--- src/rtl/core/lpf_pkg.sv ---
package lpf_pkg;

  // Result status codes, as seen on out_tuser
  typedef enum logic [2:0] {
    ST_DATA      = 3'd0,
    ST_POP_EMPTY = 3'd1,
    ST_POP_BUSY  = 3'd2,
    ST_STORED    = 3'd3,
    ST_DROPPED   = 3'd4
  } status_t;

  // Input item kind, as seen on in_tuser
  typedef enum logic {
    MODE_PUSH = 1'b0,
    MODE_POP  = 1'b1
  } mode_t;

  // Command kinds passed from front to back
  typedef enum logic {
    CMD_RESULT = 1'b0,
    CMD_POP    = 1'b1
  } cmd_kind_t;

  // Back end sequencer states
  typedef enum logic [1:0] {
    B_IDLE = 2'd0,
    B_HDR  = 2'd1,
    B_DATA = 2'd2
  } back_state_t;

  localparam int FREE_W      = 7;
  localparam int BYTE_W      = 8;
  localparam int QUEUE_DEPTH = 2;
  localparam int QPTR_W      = 1;
  localparam int QCNT_W      = 2;

  // One queued command: a ready-made result or a packet pop
  typedef struct packed {
    cmd_kind_t          kind;
    status_t            status;
    logic [FREE_W-1:0]  free;
  } cmd_t;

endpackage

--- src/rtl/core/lpf_ring.sv ---
module lpf_ring #(
  parameter int RING_DEPTH = 64,
  localparam int AW = $clog2(RING_DEPTH)
) (
  input  logic                      clk,
  input  logic                      wr_en,
  input  logic [AW-1:0]             wr_addr,
  input  logic [lpf_pkg::BYTE_W-1:0] wr_data,
  input  logic                      rd_en,
  input  logic [AW-1:0]             rd_addr,
  output logic [lpf_pkg::BYTE_W-1:0] rd_data
);

  logic [lpf_pkg::BYTE_W-1:0] mem [RING_DEPTH];
  logic [lpf_pkg::BYTE_W-1:0] rd_data_r;

  // Write one byte
  always_ff @(posedge clk) begin
    if (wr_en) begin
      mem[wr_addr] <= wr_data;
    end
  end

  // Read one byte, hold it until the next read
  always_ff @(posedge clk) begin
    if (rd_en) begin
      rd_data_r <= mem[rd_addr];
    end
  end

  assign rd_data = rd_data_r;

endmodule

--- src/rtl/core/lpf_cmdq.sv ---
module lpf_cmdq (
  input  logic           clk,
  input  logic           rst_n,
  input  logic           push,
  input  lpf_pkg::cmd_t  push_cmd,
  input  logic           pop,
  output lpf_pkg::cmd_t  head_cmd,
  output logic           full,
  output logic           empty
);

  lpf_pkg::cmd_t                 entry_r [lpf_pkg::QUEUE_DEPTH];
  logic [lpf_pkg::QPTR_W-1:0]    wr_ptr_r, wr_ptr_nxt;
  logic [lpf_pkg::QPTR_W-1:0]    rd_ptr_r, rd_ptr_nxt;
  logic [lpf_pkg::QCNT_W-1:0]    cnt_r, cnt_nxt;

  assign full     = (cnt_r == lpf_pkg::QCNT_W'(lpf_pkg::QUEUE_DEPTH));
  assign empty    = (cnt_r == '0);
  assign head_cmd = entry_r[rd_ptr_r];

  // Advance pointers and fill count
  always_comb begin
    wr_ptr_nxt = wr_ptr_r;
    rd_ptr_nxt = rd_ptr_r;
    cnt_nxt    = cnt_r;
    if (push) begin
      wr_ptr_nxt = wr_ptr_r + 1'b1;
    end
    if (pop) begin
      rd_ptr_nxt = rd_ptr_r + 1'b1;
    end
    if (push && !pop) begin
      cnt_nxt = cnt_r + 1'b1;
    end else if (pop && !push) begin
      cnt_nxt = cnt_r - 1'b1;
    end
  end

  always_ff @(posedge clk) begin
    if (!rst_n) begin
      wr_ptr_r <= '0;
      rd_ptr_r <= '0;
      cnt_r    <= '0;
    end else begin
      wr_ptr_r <= wr_ptr_nxt;
      rd_ptr_r <= rd_ptr_nxt;
      cnt_r    <= cnt_nxt;
    end
  end

  // Store entries
  always_ff @(posedge clk) begin
    if (push) begin
      entry_r[wr_ptr_r] <= push_cmd;
    end
  end

endmodule

--- src/rtl/core/lpf_front.sv ---
module lpf_front #(
  parameter int RING_DEPTH = 64,
  localparam int AW = $clog2(RING_DEPTH)
) (
  input  logic                       clk,
  input  logic                       rst_n,
  input  logic                       in_tvalid,
  output logic                       in_tready,
  input  logic [15:0]                in_tdata,
  input  logic                       in_tlast,
  input  logic                       in_tuser,
  input  logic                       q_full,
  output logic                       q_push,
  output lpf_pkg::cmd_t              q_cmd,
  output logic                       wr_en,
  output logic [AW-1:0]              wr_addr,
  output logic [lpf_pkg::BYTE_W-1:0] wr_data,
  input  logic                       pop_done,
  input  logic [AW-1:0]              pop_tail,
  output logic [AW-1:0]              head_o,
  output logic [AW-1:0]              tail_o
);

  localparam logic [lpf_pkg::FREE_W-1:0] CAP = lpf_pkg::FREE_W'(RING_DEPTH - 1);

  logic [AW-1:0]  head_r, head_nxt;
  logic [AW-1:0]  tail_r, tail_nxt;
  logic [AW-1:0]  pstart_r, pstart_nxt;
  logic [AW-1:0]  count_r, count_nxt;
  logic           in_pkt_r, in_pkt_nxt;
  logic           drop_r, drop_nxt;
  logic           pop_pend_r, pop_pend_nxt;
  logic           hdr_pend_r, hdr_pend_nxt;
  logic [AW-1:0]  hdr_addr_r, hdr_addr_nxt;
  logic [AW-1:0]  hdr_val_r, hdr_val_nxt;

  logic                        acc;
  logic [lpf_pkg::BYTE_W-1:0]  data_byte;
  logic                        eop;
  logic                        busy;
  logic [AW-1:0]               used_now;
  logic [AW-1:0]               used_out;
  logic [lpf_pkg::FREE_W-1:0]  free_now;
  logic [lpf_pkg::FREE_W-1:0]  free_out;
  logic                        fits;
  logic [AW-1:0]               data_addr;
  logic [AW-1:0]               start_addr;
  logic [AW-1:0]               end_addr;
  lpf_pkg::cmd_kind_t          q_kind;
  lpf_pkg::status_t            q_status;

  assign data_byte = in_tdata[7:0];
  assign busy      = in_tdata[8];
  assign eop       = in_tlast;
  assign in_tready = !pop_pend_r && !hdr_pend_r && !q_full;
  assign acc       = in_tvalid && in_tready;

  // Free space before and after this item; occupancy wraps at the ring size
  assign used_now = head_r - tail_r;
  assign used_out = head_nxt - tail_r;
  assign free_now = CAP - lpf_pkg::FREE_W'(used_now);
  assign free_out = CAP - lpf_pkg::FREE_W'(used_out);
  assign fits     = in_pkt_r ? (free_now != '0)
                             : (free_now >= lpf_pkg::FREE_W'(2));

  // Slots used by a stored byte
  assign start_addr = in_pkt_r ? pstart_r : head_r;
  assign data_addr  = in_pkt_r ? head_r : head_r + 1'b1;
  assign end_addr   = data_addr + 1'b1;

  assign q_cmd  = '{kind: q_kind, status: q_status, free: free_out};
  assign head_o = head_r;
  assign tail_o = tail_r;

  // Classify the item and update write-side state
  always_comb begin
    head_nxt     = head_r;
    tail_nxt     = tail_r;
    pstart_nxt   = pstart_r;
    count_nxt    = count_r;
    in_pkt_nxt   = in_pkt_r;
    drop_nxt     = drop_r;
    pop_pend_nxt = pop_pend_r;
    hdr_pend_nxt = 1'b0;
    hdr_addr_nxt = hdr_addr_r;
    hdr_val_nxt  = hdr_val_r;
    q_push       = 1'b0;
    q_kind       = lpf_pkg::CMD_RESULT;
    q_status     = lpf_pkg::ST_STORED;
    wr_en        = 1'b0;
    wr_addr      = data_addr;
    wr_data      = data_byte;

    // Finish a pending header write
    if (hdr_pend_r) begin
      wr_en   = 1'b1;
      wr_addr = hdr_addr_r;
      wr_data = lpf_pkg::BYTE_W'(hdr_val_r);
    end

    // Take back the read pointer after a pop
    if (pop_done) begin
      tail_nxt     = pop_tail;
      pop_pend_nxt = 1'b0;
    end

    if (acc) begin
      priority if (in_tuser == lpf_pkg::MODE_POP) begin
        q_push = 1'b1;
        priority if (busy) begin
          q_status = lpf_pkg::ST_POP_BUSY;
        end else if (count_r == '0) begin
          q_status = lpf_pkg::ST_POP_EMPTY;
        end else begin
          q_kind       = lpf_pkg::CMD_POP;
          count_nxt    = count_r - 1'b1;
          pop_pend_nxt = 1'b1;
        end
      end else if (drop_r) begin
        // Discard the rest of a dropped packet
        if (eop) begin
          drop_nxt = 1'b0;
          q_push   = 1'b1;
          q_status = lpf_pkg::ST_DROPPED;
        end
      end else if (!fits) begin
        // Drop: restore the write pointer
        if (in_pkt_r) begin
          head_nxt = pstart_r;
        end
        in_pkt_nxt = 1'b0;
        if (eop) begin
          q_push   = 1'b1;
          q_status = lpf_pkg::ST_DROPPED;
        end else begin
          drop_nxt = 1'b1;
        end
      end else begin
        // Store the byte, commit on the final one
        wr_en      = 1'b1;
        pstart_nxt = start_addr;
        head_nxt   = end_addr;
        in_pkt_nxt = 1'b1;
        if (eop) begin
          in_pkt_nxt   = 1'b0;
          count_nxt    = count_r + 1'b1;
          hdr_pend_nxt = 1'b1;
          hdr_addr_nxt = start_addr;
          hdr_val_nxt  = end_addr - start_addr;
          q_push       = 1'b1;
          q_status     = lpf_pkg::ST_STORED;
        end
      end
    end
  end

  always_ff @(posedge clk) begin
    if (!rst_n) begin
      head_r     <= '0;
      tail_r     <= '0;
      pstart_r   <= '0;
      count_r    <= '0;
      in_pkt_r   <= 1'b0;
      drop_r     <= 1'b0;
      pop_pend_r <= 1'b0;
      hdr_pend_r <= 1'b0;
    end else begin
      head_r     <= head_nxt;
      tail_r     <= tail_nxt;
      pstart_r   <= pstart_nxt;
      count_r    <= count_nxt;
      in_pkt_r   <= in_pkt_nxt;
      drop_r     <= drop_nxt;
      pop_pend_r <= pop_pend_nxt;
      hdr_pend_r <= hdr_pend_nxt;
    end
  end

  always_ff @(posedge clk) begin
    hdr_addr_r <= hdr_addr_nxt;
    hdr_val_r  <= hdr_val_nxt;
  end

endmodule

--- src/rtl/core/lpf_back.sv ---
module lpf_back #(
  parameter int RING_DEPTH = 64,
  localparam int AW = $clog2(RING_DEPTH)
) (
  input  logic                       clk,
  input  logic                       rst_n,
  input  lpf_pkg::cmd_t              q_cmd,
  input  logic                       q_empty,
  output logic                       q_pop,
  input  logic [AW-1:0]              head_i,
  input  logic [AW-1:0]              tail_i,
  output logic                       pop_done,
  output logic [AW-1:0]              pop_tail,
  output logic                       rd_en,
  output logic [AW-1:0]              rd_addr,
  input  logic [lpf_pkg::BYTE_W-1:0] rd_data,
  output logic                       out_tvalid,
  input  logic                       out_tready,
  output logic [15:0]                out_tdata,
  output logic                       out_tlast,
  output logic [2:0]                 out_tuser
);

  localparam logic [lpf_pkg::FREE_W-1:0] CAP = lpf_pkg::FREE_W'(RING_DEPTH - 1);
  localparam logic [lpf_pkg::BYTE_W-1:0] MAX_LEN = lpf_pkg::BYTE_W'(RING_DEPTH - 2);

  lpf_pkg::back_state_t        state_r, state_nxt;
  logic [AW-1:0]               rd_addr_r, rd_addr_nxt;
  logic [AW-1:0]               rem_r, rem_nxt;
  logic                        out_valid_r, out_valid_nxt;
  lpf_pkg::status_t            out_status_r, out_status_nxt;
  logic                        out_last_r, out_last_nxt;
  logic [lpf_pkg::FREE_W-1:0]  out_free_r, out_free_nxt;

  logic                        ld;
  logic [AW-1:0]               rd_addr_inc;
  logic [lpf_pkg::BYTE_W-1:0]  len_raw;
  logic [lpf_pkg::BYTE_W-1:0]  len_clamp;
  logic [AW-1:0]               len;
  logic [AW-1:0]               tail_new;
  logic [AW-1:0]               used_pop;
  logic [lpf_pkg::FREE_W-1:0]  pop_free;
  logic [lpf_pkg::BYTE_W-1:0]  out_byte;

  // Output register may load when empty or being taken
  assign ld          = !out_valid_r || out_tready;
  assign rd_addr     = (state_r == lpf_pkg::B_IDLE) ? tail_i : rd_addr_r;
  assign rd_addr_inc = rd_addr + 1'b1;

  // Decode the header: data length, clamped into range
  assign len_raw   = (rd_data == '0) ? '0 : rd_data - 1'b1;
  assign len_clamp = (len_raw > MAX_LEN) ? MAX_LEN : len_raw;
  assign len       = AW'(len_clamp);
  assign tail_new  = rd_addr_r + len;
  assign used_pop  = head_i - tail_new;
  assign pop_free  = CAP - lpf_pkg::FREE_W'(used_pop);

  // Sequence results and packet reads
  always_comb begin
    state_nxt      = state_r;
    rd_addr_nxt    = rd_addr_r;
    rem_nxt        = rem_r;
    out_valid_nxt  = out_valid_r;
    out_status_nxt = out_status_r;
    out_last_nxt   = out_last_r;
    out_free_nxt   = out_free_r;
    q_pop          = 1'b0;
    rd_en          = 1'b0;
    pop_done       = 1'b0;
    pop_tail       = rd_addr_inc;

    unique case (state_r)
      lpf_pkg::B_IDLE: begin
        if (ld) begin
          out_valid_nxt = 1'b0;
          if (!q_empty) begin
            q_pop = 1'b1;
            if (q_cmd.kind == lpf_pkg::CMD_POP) begin
              // Fetch the header of the oldest packet
              rd_en       = 1'b1;
              rd_addr_nxt = rd_addr_inc;
              state_nxt   = lpf_pkg::B_HDR;
            end else begin
              out_valid_nxt  = 1'b1;
              out_status_nxt = q_cmd.status;
              out_last_nxt   = 1'b1;
              out_free_nxt   = q_cmd.free;
            end
          end
        end
      end
      lpf_pkg::B_HDR: begin
        if (len == '0) begin
          pop_done  = 1'b1;
          pop_tail  = rd_addr_r;
          state_nxt = lpf_pkg::B_IDLE;
        end else begin
          // Fetch the first data byte
          rd_en          = 1'b1;
          rd_addr_nxt    = rd_addr_inc;
          rem_nxt        = len - 1'b1;
          out_valid_nxt  = 1'b1;
          out_status_nxt = lpf_pkg::ST_DATA;
          out_last_nxt   = (len == AW'(1));
          out_free_nxt   = pop_free;
          if (len == AW'(1)) begin
            pop_done  = 1'b1;
            state_nxt = lpf_pkg::B_IDLE;
          end else begin
            state_nxt = lpf_pkg::B_DATA;
          end
        end
      end
      lpf_pkg::B_DATA: begin
        if (ld) begin
          // Fetch the next data byte
          rd_en          = 1'b1;
          rd_addr_nxt    = rd_addr_inc;
          rem_nxt        = rem_r - 1'b1;
          out_valid_nxt  = 1'b1;
          out_status_nxt = lpf_pkg::ST_DATA;
          out_last_nxt   = (rem_r == AW'(1));
          if (rem_r == AW'(1)) begin
            pop_done  = 1'b1;
            state_nxt = lpf_pkg::B_IDLE;
          end
        end
      end
      default: begin
        state_nxt = lpf_pkg::B_IDLE;
      end
    endcase
  end

  always_ff @(posedge clk) begin
    if (!rst_n) begin
      state_r     <= lpf_pkg::B_IDLE;
      out_valid_r <= 1'b0;
    end else begin
      state_r     <= state_nxt;
      out_valid_r <= out_valid_nxt;
    end
  end

  always_ff @(posedge clk) begin
    rd_addr_r    <= rd_addr_nxt;
    rem_r        <= rem_nxt;
    out_status_r <= out_status_nxt;
    out_last_r   <= out_last_nxt;
    out_free_r   <= out_free_nxt;
  end

  // Data bytes come straight from the ring read register
  assign out_byte   = (out_status_r == lpf_pkg::ST_DATA) ? rd_data : '0;
  assign out_tvalid = out_valid_r;
  assign out_tdata  = {1'b0, out_free_r, out_byte};
  assign out_tlast  = out_last_r;
  assign out_tuser  = out_status_r;

endmodule

--- src/rtl/core/length_prefixed_packet_fifo_top.sv ---
// Length-prefixed packet FIFO.
// Input channel in_*: one item per handshake. in_tuser is the mode (0 push a
// byte, 1 pop the oldest packet); in_tdata carries the byte and the sink busy
// flag; in_tlast marks the final byte of a pushed packet.
// Result channel out_*: out_tuser is the status, out_tdata the popped byte and
// the free space after the item; out_tlast closes the results of one item.
// Result path: with the command queue empty, a push or refused pop passes
// through the command queue and then the output register; a popped packet
// also waits for its header to be read from the ring before its first byte.
// Throughput: push bytes go in at one per cycle while in_tready is high; a
// final byte holds the input while the header slot is written over the single
// ring write port. A pop streams one byte per cycle while the receiver takes
// them, limited by the ring read port, and holds the input until its last byte
// has been read. A two-entry command queue lets the input run ahead of the
// output. Reset clears the ring and queue pointers and counts, leaving the ring
// empty; the ring contents need no clearing. When the receiver stalls, the
// output register holds its result; the queue fills and then in_tready drops.
module length_prefixed_packet_fifo_top #(
  parameter int RING_DEPTH = 64
) (
  input  logic        clk,
  input  logic        rst_n,
  input  logic        in_tvalid,
  output logic        in_tready,
  input  logic [15:0] in_tdata,   // [7:0] data_byte, [8] sink_busy, rest zero
  input  logic        in_tlast,   // end_of_packet
  input  logic        in_tuser,   // [0] mode
  output logic        out_tvalid,
  input  logic        out_tready,
  output logic [15:0] out_tdata,  // [7:0] out_byte, [14:8] free_space, rest zero
  output logic        out_tlast,  // last_of_run
  output logic [2:0]  out_tuser   // [2:0] status
);

  localparam int AW = $clog2(RING_DEPTH);

  logic                        q_push, q_pop, q_full, q_empty;
  lpf_pkg::cmd_t               q_in_cmd, q_out_cmd;
  logic                        wr_en, rd_en;
  logic [AW-1:0]               wr_addr, rd_addr;
  logic [lpf_pkg::BYTE_W-1:0]  wr_data, rd_data;
  logic                        pop_done;
  logic [AW-1:0]               pop_tail, head, tail;

  lpf_front #(.RING_DEPTH(RING_DEPTH)) u_front (
    .clk       (clk),
    .rst_n     (rst_n),
    .in_tvalid (in_tvalid),
    .in_tready (in_tready),
    .in_tdata  (in_tdata),
    .in_tlast  (in_tlast),
    .in_tuser  (in_tuser),
    .q_full    (q_full),
    .q_push    (q_push),
    .q_cmd     (q_in_cmd),
    .wr_en     (wr_en),
    .wr_addr   (wr_addr),
    .wr_data   (wr_data),
    .pop_done  (pop_done),
    .pop_tail  (pop_tail),
    .head_o    (head),
    .tail_o    (tail)
  );

  lpf_cmdq u_cmdq (
    .clk      (clk),
    .rst_n    (rst_n),
    .push     (q_push),
    .push_cmd (q_in_cmd),
    .pop      (q_pop),
    .head_cmd (q_out_cmd),
    .full     (q_full),
    .empty    (q_empty)
  );

  lpf_ring #(.RING_DEPTH(RING_DEPTH)) u_ring (
    .clk     (clk),
    .wr_en   (wr_en),
    .wr_addr (wr_addr),
    .wr_data (wr_data),
    .rd_en   (rd_en),
    .rd_addr (rd_addr),
    .rd_data (rd_data)
  );

  lpf_back #(.RING_DEPTH(RING_DEPTH)) u_back (
    .clk        (clk),
    .rst_n      (rst_n),
    .q_cmd      (q_out_cmd),
    .q_empty    (q_empty),
    .q_pop      (q_pop),
    .head_i     (head),
    .tail_i     (tail),
    .pop_done   (pop_done),
    .pop_tail   (pop_tail),
    .rd_en      (rd_en),
    .rd_addr    (rd_addr),
    .rd_data    (rd_data),
    .out_tvalid (out_tvalid),
    .out_tready (out_tready),
    .out_tdata  (out_tdata),
    .out_tlast  (out_tlast),
    .out_tuser  (out_tuser)
  );

endmodule

--- config.mk ---
export PLATFORM = sky130hd
export DESIGN_NAME = length_prefixed_packet_fifo_top
export DESIGN_NICKNAME = d
export VERILOG_FILES = /design/src/rtl/core/lpf_pkg.sv /design/src/rtl/core/lpf_ring.sv /design/src/rtl/core/lpf_cmdq.sv /design/src/rtl/core/lpf_front.sv /design/src/rtl/core/lpf_back.sv /design/src/rtl/core/length_prefixed_packet_fifo_top.sv
export SDC_FILE = /design/constraint.sdc
export NUM_CORES = 1
export LEC_CHECK = 0
export BUFFER_PORTS_ARGS = -buffer_cell sky130_fd_sc_hd__buf_4
export CAP_MARGIN = 25
export CELL_PAD_IN_SITES_DETAIL_PLACEMENT = 1
export CELL_PAD_IN_SITES_GLOBAL_PLACEMENT = 1
export CORE_MARGIN = 5
export CORE_UTILIZATION = 30
export CTS_BUF_LIST = sky130_fd_sc_hd__clkbuf_4 sky130_fd_sc_hd__clkbuf_8 sky130_fd_sc_hd__clkbuf_16
export CTS_CLUSTER_SIZE = 14
export DETAILED_ROUTE_END_ITERATION = 10
export PLACE_DENSITY_LB_ADDON = 0.1
export SYNTH_ARGS = -nofsm -noshare
export SYNTH_HDL_FRONTEND = slang
export SYNTH_SLANG_ARGS = --single-unit
--- constraint.sdc ---
create_clock -name clk -period 7.4 [get_ports clk]
set_clock_uncertainty 0.1 [all_clocks]
set_input_delay 0.37 -clock clk [delete_from_list [all_inputs] [get_ports clk]]
set_output_delay 0.37 -clock clk [all_outputs]
set_load 0.05 [all_outputs]
* Word level (Yosys, flattened, before mapping) *
Memories as Yosys holds them, arrays and structs flattened. A register that Yosys moved wholly into a read port is not among the register bits.
Index checks and enable logic that the tools add are counted.

storage, ports and cells
  register bits after elaboration = 70
  latch bits = 0
  bits in writable memories = 534
  ROM bits = 0
  bits of input ports = 22
  logic and storage cells = 211
  memories = 2

cells by class
  add/subtract/negate cells = 20
  $mul = 0
  div/mod/pow operators = 0
  order comparisons = 2
  equality and inequality tests = 15
  shift-type cells = 0
  multiplexer cells = 110
  bitwise operators = 5
  reduce and logical (&&, ||, !) cells = 37

memories
  name            depth  width  read ports  clocked after memory_dff  write ports  line            source
  u_ring.mem      64     8      1           1                         1            lpf_ring.sv:14  logic [lpf_pkg::BYTE_W-1:0] mem [RING_DEPTH];
  u_cmdq.entry_r  2      11     1           1                         1            lpf_cmdq.sv:12  lpf_pkg::cmd_t entry_r [lpf_pkg::QUEUE_DEPTH];

operator list
  kind                   count
  $mux W6                23
  $mux W1                50
  $mux W3                11
  $mux W7                4
  $add A6 B1 Y6 const B  4
  $mux W8                3
  $sub A6 B6 Y6          4
  $sub A6 B6 Y7 const A  3
  $mux W2                10
  $reduce_and A5 Y1      4
  $pmux W6 S3            1
  $sub A6 B1 Y6 const B  3
  $ne A2 B2 Y1 const B   7
  $pmux W7 S2            1
  $eq A6 B1 Y1 const B   2
  $logic_not A6 Y1       2
  $pmux W6 S2            1
  $reduce_and A6 Y1      2
  $reduce_bool A2 Y1     5
  $pmux W1 S3            3
  $pmux W3 S3            1
  $gt A8 B6 Y1 const B   1
  $logic_not A8 Y1       1
  $reduce_and A4 Y1      2
  22 further kinds       41

* Logic depth before layout (Yosys ltp) *
Gate-level depths: netlist of run 1.

  depth in word-level cells = 13
  mapped depth = 21

* By module *
Synthesis of run 1 repeated with hierarchy kept, for this count alone.

unflattened totals
  cells, all modules = 1,605
  area, all modules = 26,609.3 µm²

by module, submodules not included
  module     instances  cells an instance  area an instance (µm²)
  lpf_ring   1          972                20,270.7
  lpf_front  1          299                2,836.5
  lpf_back   1          278                2,493.6
  lpf_cmdq   1          56                 1,008.5

* Worst setup path before layout of run 1 *
No wires, ideal clock.

  kind = reg-to-reg
  start = register u_front.head_r[0] (netlist: u_front.head_o[0])
  end = memory u_cmdq.entry_r[0][5] (netlist bit) (data pin)
  arrival = 3.610 ns
  required time = 7.036 ns
  setup slack = 3.426 ns
  stages on the path, launching flop included = 21
  path buffers = 3
  cell sequence = dfxtp_1 -> clkbuf_1 -> inv_1 -> ha_1 -> inv_1 -> fa_1 -> xor2_1 -> nand3_1 -> nor3_1 -> and3_1 -> buf_2 -> buf_2 -> mux2i_1 -> o21ai_0 -> ha_1 -> a21o_1 -> a21oi_1 -> o21bai_1 -> a21oi_1 -> xor2_1 -> xnor2_1

RTL lines
  item                      line              source
  start: declaration        lpf_front.sv:26   logic [AW-1:0] head_r, head_nxt;
  start signal: assignment  lpf_front.sv:168  head_r <= head_nxt;
  end: declaration          lpf_cmdq.sv:12

* Final worst setup path of run 1 *
  start = register u_front.head_r[1] (netlist: u_front.head_o[1])
  end = memory u_ring.mem[36][4] (netlist bit), enable pin

between the ends
  word-level cells in the longest chain between the ends = 10
  elaborated cells on any way between the ends = 14
  those cells by class = 3 x add/sub; 1 x order compare; 9 x mux; 1 x reduce/logical

ends and longest elaborated chain
  item                                                line                              source
  $sub A6 B6 Y6                                       lpf_front.sv:59                   assign used_now = head_r - tail_r;
  $sub A6 B6 Y7                                       lpf_front.sv:61                   assign free_now = CAP - lpf_pkg::FREE_W'(used_now);
  $ge A7 B2 Y1 or $reduce_bool A7 Y1 (tied branches)  lpf_front.sv:64, lpf_front.sv:63
  $mux W1                                             lpf_front.sv:63                   assign fits = in_pkt_r ? (free_now != '0)
  $mux W1                                             lpf_front.sv:126                  end else if (!fits) begin
  $mux W1                                             lpf_front.sv:119                  end else if (drop_r) begin
  $mux W1                                             lpf_front.sv:108                  priority if (in_tuser == lpf_pkg::MODE_POP) begin
  $mux W1                                             lpf_front.sv:107                  if (acc) begin
  $mux W1                                             lpf_ring.sv:19                    if (wr_en) begin
  $mux W1 (implied by the code)                       lpf_ring.sv:20                    mem[wr_addr] <= wr_data;
  end: declaration                                    lpf_ring.sv:14

Several ways; a longest one is shown, not always the timed one.

==> flow_metrics.py, run 1 <==
metrics = {
    "run_status": {
        "outcome": "finished clean",
    },
    "global_route": {
        "antenna_found_initial": 3,
        "globalRouteTotalUtil_pct": 16.4,
        "grt_pass1_vias": 18164,
        "grt_overflow": 0,
        "grt_max_degree": 138,
        "grt_pass1_wl_mm": 117,
    },
    "timing": {
        "drv_slew": 0,
        "max_slew_margin_pct": 34.1,
        "hold_viol": 0,
        "rsz0062_at_grt": "no",
        "worst_pin_slew_ns": 0.986,
        "period_share_pct": 66.4,
        "min_period_ns": 4.91,
        "fin_tns_setup_ns": 0,
        "max_freq_mhz": 204,
        "setup_violations": 0,
    },
    "synth": {
        "ys.flop_type": "edfxtp_1",
        "ys_top_cells_by_area": "edfxtp_1, nand2_1, dfxtp_1, nand3_1, a311oi_1",
        "synth_seq_cells": 610,
        "synth.avg_cell_area_sq_um": 12.2,
        "yosysSeqAreaShare_pct": 67.5,
        "synth_area_sq_mm": 0.0266,
        "synth_edf_count": 574,
        "synth_area_leader_cell": "edfxtp_1",
        "yosys_warnings": 0,
        "synth.distinct_cells": 69,
        "synthArstFlopShare_pct": 0,
        "synth_top_area_share_pct": 64.8,
        "syn_inst": 2183,
    },
    "die": {
        "fp-row-count": 109,
        "dieArea_sq_mm": 0.0948,
        "pin_count": 44,
        "initial_core_util_pct": 30.2,
        "core_sq_mm": 0.0882,
        "fp.dieW_um": 308,
        "die_h_um": 308,
    },
    "finish": {
        "regArea_sq_mm": 0.0180,
        "stdcell_area_sq_mm": 0.0306,
        "syn_to_final_growth_pct": 15.1,
        "multi_input_area_sq_mm": 0.00798,
        "mostFrequentLayoutCells": "edfxtp_1, nand2_1, nand3_1, nor2_1, clkbuf_16",
        "nets": 2274,
        "final_util_pct": 34.7,
        "layout-drive-gt1-share_pct": 9.61,
        "fillers": 9323,
        "final_common_cell": "edfxtp_1",
    },
    "routing": {
        "vias": 16994,
        "drt_iter0_markers": 877,
        "via_per_inst": 4.96,
        "wl_mm": 78.5,
        "first_pass_iters": 6,
        "wl_per_cell_um": 22.9,
        "route.detailed.drc": 0,
        "ant_nets": 0,
    },
    "power": {
        "p_clk_share_pct": 32.2,
        "p_leak_nw": 10.5,
        "internal_power_w": 0.00745,
        "p_comb_share_pct": 31.7,
        "p_sw_share_pct": 36.0,
        "totalPowerFinal_w": 0.0116,
        "worst_ir_drop_vdd_mv": 0.231,
        "switching_power_w": 0.00419,
        "power_density_mw_per_mm2": 380,
        "power_frac_seq_pct": 36.2,
    },
    "flow_run": {
        "cap_viol_max_count": 0,
    },
    "min_path": {
        "min_path_type": "primary input to register",
    },
    "place": {
        "place_area_sq_mm": 0.0281,
        "hpwl_mm": 47.9,
        "io_buffers": 34,
        "gp_congestion": 0.762,
    },
    "critical_path": {
        "required_ns": 7.53,
        "cp_max_fo": 15,
        "crit_chain": "ha_1, nor2b_1, o21a_1, or3_1, and3_1, o32ai_1, nand3_1, nor2_1",
        "cp_data_arrival_time_ns": 5.04,
        "slowest_stage": "nor2_1",
        "slowest_delay_ns": 0.96,
        "worst-setup-path-type": "register to register",
        "crit_path_end_kind": "register",
        "crit_path_start_kind": "register",
    },
    "clocking": {
        "clkSlewWorstSetupHoldPaths_ns": 0.05,
        "cts_num_sinks": 610,
        "cts_max_level": 3,
        "clk_latency_ns": 0.62,
        "clockRootBuffer": "clkbuf_16",
        "cts_resized": 0,
        "cts_tree": "done",
        "cts_buffers": 74,
        "clock_path_buffers": 3,
    },
}
## flip-flops by register name, summed over array words and instances (netlist names), 2 cells and up, named ones only
name / flops
u_ring.mem: 512
u_cmdq.entry_r: 20
u_ring.rd_data: 8
u_back.out_free_r: 6
u_back.rd_addr_r: 6
u_back.rem_r: 6
u_front.count_r: 6
u_front.hdr_addr_r: 6
u_front.hdr_val_r: 6
u_front.head_o: 6
u_front.pstart_r: 6
u_front.tail_o: 6
u_back.out_tuser: 3
u_back.state_r: 2
u_cmdq.cnt_r: 2
## Yosys cell counts, drive strengths merged, types with 32 or more instances
cell type	number
nand3	128
nand2	558
nor2	117
o22ai	36
dfxtp	36
edfxtp	574
clkbuf	63
a311oi	68
o21ai	32
and3	71
inv	56
a21oi	42
buf	59
a31oi	63
ha	40
## layout make-up
class,count,area share [%]
clock buffer,86,6.36
clock inverter,46,1.82
tap,1165,4.76
antenna,1,0.00817
inverter,57,0.706
sequential,610,58.6
multi-input combinational,1395,26.0
timing repair buffer,65,1.71
## power groups by stage
stage / clock (W) / combinational (W) / sequential, W
2_1_floorplan: 0 / 0.00241 / 0.00429
3_3_place_gp: 0 / 0.00368 / 0.00428
3_5_place_dp: 0 / 0.00374 / 0.00429
4_1_cts: 0.00386 / 0.00376 / 0.00421
5_1_grt: 0.00400 / 0.00406 / 0.00423
6_report: 0.00374 / 0.00369 / 0.00421
## worst max-delay path, delay by kind of cell (launching register included)
| kind | cells | cell delay [ns] |
|---|---|---|
| AOI/OAI and AO/OA | 2 | 0.83 |
| adders and majority gates | 1 | 0.31 |
| and+or+nand+nor | 5 | 2.64 |
| DFF | 1 | 0.63 |
## layer usage
| layer | GRT usage [%] | share of wire, % |
|---|---|---|
| met1 | 21.2 | 44 |
| met2 | 28.4 | 49 |
| met3 | 2.70 | 3.4 |
| met4 | 4.72 | 2.7 |
| met5 | 0 | 0 |
## cell families (layout without fill, tap and decap cells)
family | count (synthesis) | count (layout) | share of synthesized area (%)
buf+inv | 179 | 254 | 2.81
xor+xnor | 53 | 53 | 1.74
compound gates | 291 | 291 | 7.55
fa+ha+maj | 49 | 49 | 2.56
mux | 52 | 52 | 2.41
simple gates | 948 | 948 | 15.4
flops | 610 | 610 | 67.5
other cells | 1 | 3 | 0.0141
## stage by stage
step / hold slack [ns] / setup WS [ns] / instances
after floorplan: 0.372 / 3.43 / 2184
after global placement: 0.363 / 2.16 / 3285
after detailed placement: 0.384 / 2.37 / 3288
after CTS: 0.00754 / 2.36 / 3422
after global routing: 0.0313 / 2.05 / 3424
final: 0.0453 / 2.49 / 3425
## timing repair
action,4_1_cts,5_1_grt
hold endpoints to repair,10,0
hold buffers,2,0
buffers inserted,0,0
## worst paths after layout
| path | to | cells past startpoint | slack, ns | startpoint |
|---|---|---|---|---|
| max | u_ring.mem[36][4]$_DFFE_PP_ | 8 | 2.49 | u_front.head_o[1]$_SDFF_PN0_ |
| min | u_front.drop_r$_SDFFE_PN0P_ | 2 | 0.05 | in_tuser |
| max reg2reg | u_ring.mem[36][4]$_DFFE_PP_ | 8 | 2.49 | u_front.head_o[1]$_SDFF_PN0_ |
| min reg2reg | u_back.out_tvalid$_SDFFE_PN0P_ | 2 | 0.38 | u_back.out_tvalid$_SDFFE_PN0P_ |
(Power assumes the default switching activity.)
==> run 2: changes to the inputs <==
- clock period: 7.4 -> 4.6 ns (I/O delays scaled with it)
==> run 2 against run 1 <==
Cell count rose by 2.4%; critical path depth rose by 1; sequential power rose by 60%; highest routed layer unchanged; first-iteration DRC count rose by 15%; critical endpoint is now u_ring.mem[0][7]$_DFFE_PP_; wire length rose by 3.0%; core utilization rose by 0.65 points; global-route usage rose by 0.41 points; largest cell class unchanged; die area did not move.
==> flow_metrics.py, run 2 (same netlist as run 1, synthesis figures left out) <==
metrics = {
    "clocking": {
        "cts_tree": "done",
        "cts_num_sinks": 610,
        "clock_path_buffers": 3,
        "cts_max_level": 3,
        "clockRootBuffer": "clkbuf_16",
        "clkSlewWorstSetupHoldPaths_ns": 0.06,
        "clk_latency_ns": 0.63,
        "cts_setup_buffers": 0,
        "cts_buffers": 74,
    },
    "routing": {
        "wl_per_cell_um": 23.1,
        "via_per_inst": 4.96,
        "ant_nets": 0,
        "wl_mm": 80.9,
        "first_pass_iters": 5,
        "vias": 17411,
        "route.detailed.drc": 0,
        "drt_iter0_markers": 1007,
    },
    "die": {
        "dieArea_sq_mm": 0.0948,
        "pin_count": 44,
        "initial_core_util_pct": 30.2,
        "die_h_um": 308,
        "fp.dieW_um": 308,
        "fp-row-count": 109,
        "core_sq_mm": 0.0882,
    },
    "critical_path": {
        "worst-setup-path-type": "register to register",
        "worstRegToRegCells": 9,
        "r2r_slack_ns": 0.41,
        "crit_path_start_kind": "register",
        "crit_path_end_kind": "register",
        "cp_data_arrival_time_ns": 4.33,
        "required_ns": 4.74,
        "cp_max_fo": 8,
    },
    "place": {
        "io_buffers": 34,
        "preCtsSetupSlack_ns": 0.305,
        "hpwl_mm": 52.3,
        "gp_congestion": 0.781,
    },
    "timing": {
        "setup_violations": 0,
        "period_share_pct": 91.1,
        "max_freq_mhz": 239,
        "fin_tns_setup_ns": 0,
        "hold_viol": 0,
        "fin_ws_ns": 0.409,
        "max_slew_margin_pct": 37.0,
        "worst_pin_slew_ns": 0.939,
        "rsz0062_at_grt": "no",
        "whs_ns": 0.0875,
        "min_period_ns": 4.19,
        "drv_slew": 0,
    },
    "finish": {
        "largest_register": "u_ring.mem",
        "antenna_cells": 0,
        "mostFrequentLayoutCells": "edfxtp_1, nand2_1, buf_4, nand3_1, nor2_1",
        "largest_reg_flops": 512,
        "layout-drive-gt1-share_pct": 12.5,
        "syn_to_final_growth_pct": 17.3,
        "nets": 2357,
        "final_common_cell": "edfxtp_1",
    },
    "power": {
        "totalPowerFinal_w": 0.0186,
        "p_leak_nw": 10.9,
        "power_density_mw_per_mm2": 594,
        "worst_ir_drop_vdd_mv": 0.376,
    },
    "min_path": {
        "holdPathStages": 5,
        "min_path_type": "primary input to register",
    },
    "global_route": {
        "grt_overflow": 0,
        "globalRouteTotalUtil_pct": 16.8,
        "grt_pass1_wl_mm": 120,
        "grt_pass1_vias": 18203,
        "antenna_found_initial": 0,
        "grt_max_degree": 102,
    },
    "run_status": {
        "outcome": "finished clean",
    },
    "flow_run": {
        "cap_viol_max_count": 0,
    },
}
[run 2: changes by cell type in the layout (fill, tap and decap cells not counted), moves of 2 or more]
cell / before / now
clkinvlp_4: 3 / 1
clkinv_16: 2 / 0
dlygate4sd3_1: 2 / 7
clkbuf_4: 12 / 16
bufinv_16: 10 / 4
buf_12: 2 / 10
buf_4: 59 / 131
clkinv_1: 19 / 23
[run 2: path summary, 6_finish.rpt]
path,startpoint,endpoint
worst max-delay path,u_front.tail_o[1]$_SDFFE_PN0P_,u_ring.mem[0][7]$_DFFE_PP_
worst min-delay path,in_tvalid,u_cmdq.entry_r[0][8]$_DFFE_PP_
worst min register to register,u_back.out_tvalid$_SDFFE_PN0P_,u_back.out_tvalid$_SDFFE_PN0P_
worst max register to register,u_front.tail_o[1]$_SDFFE_PN0P_,u_ring.mem[0][7]$_DFFE_PP_
[run 2: layout make-up]
type / count / area, sq um
fill: 9372 / 57000
sequential: 610 / 18000
multi-input combinational: 1395 / 7980
clock buffer: 93 / 2020
tap: 1165 / 1460
timing repair buffer: 148 / 1250
clock inverter: 39 / 319
inverter: 57 / 216
[run 2: timing repair]
item / in CTS / in global routing
resized for setup: 0 / 2
hold buffers: 6 / 1
hold endpoints to repair: 46 / 1
endpoints found under the setup margin: 0 / 1
[run 2: through the flow]
step	std cells	area [sq um]	utilization, %
4_1_cts	3504	31200	35.3
3_3_place_gp	3365	28700	32.6
2_1_floorplan	2184	26600	-
5_1_grt	3507	31200	35.4
6_report	3507	31200	35.4
3_5_place_dp	3366	28800	32.6
[run 2: critical path, stage by stage, from the launching register on]
cell and delay [ns]:
dfxtp_1 0.38, inv_1 0.16, ha_1 0.30, nor2b_1 0.13
o21a_1 0.17, or3_1 0.33, and3_1 0.22, o32ai_1 0.61
nand2_1 0.63, nor2_1 0.78
[run 2: power breakdown]
part           switching (W)  total (W)  internal [W]
Clock                0.00232    0.00566       0.00334
Combinational        0.00414    0.00615       0.00201
Sequential          0.000212    0.00674       0.00653
Total                0.00667     0.0186        0.0119
[run 2: routing by layer]
metal  vias to the layer above  wire, um  GRT usage (%)  share of wire [%]
met3                       101      2630           2.48                3.2
li1                       8176         -              -                  -
met5                         -         0              0                  0
met4                         0      1690           4.24                2.1
met2                       229     40400           29.1                 50
met1                      8905     36200           22.2                 45
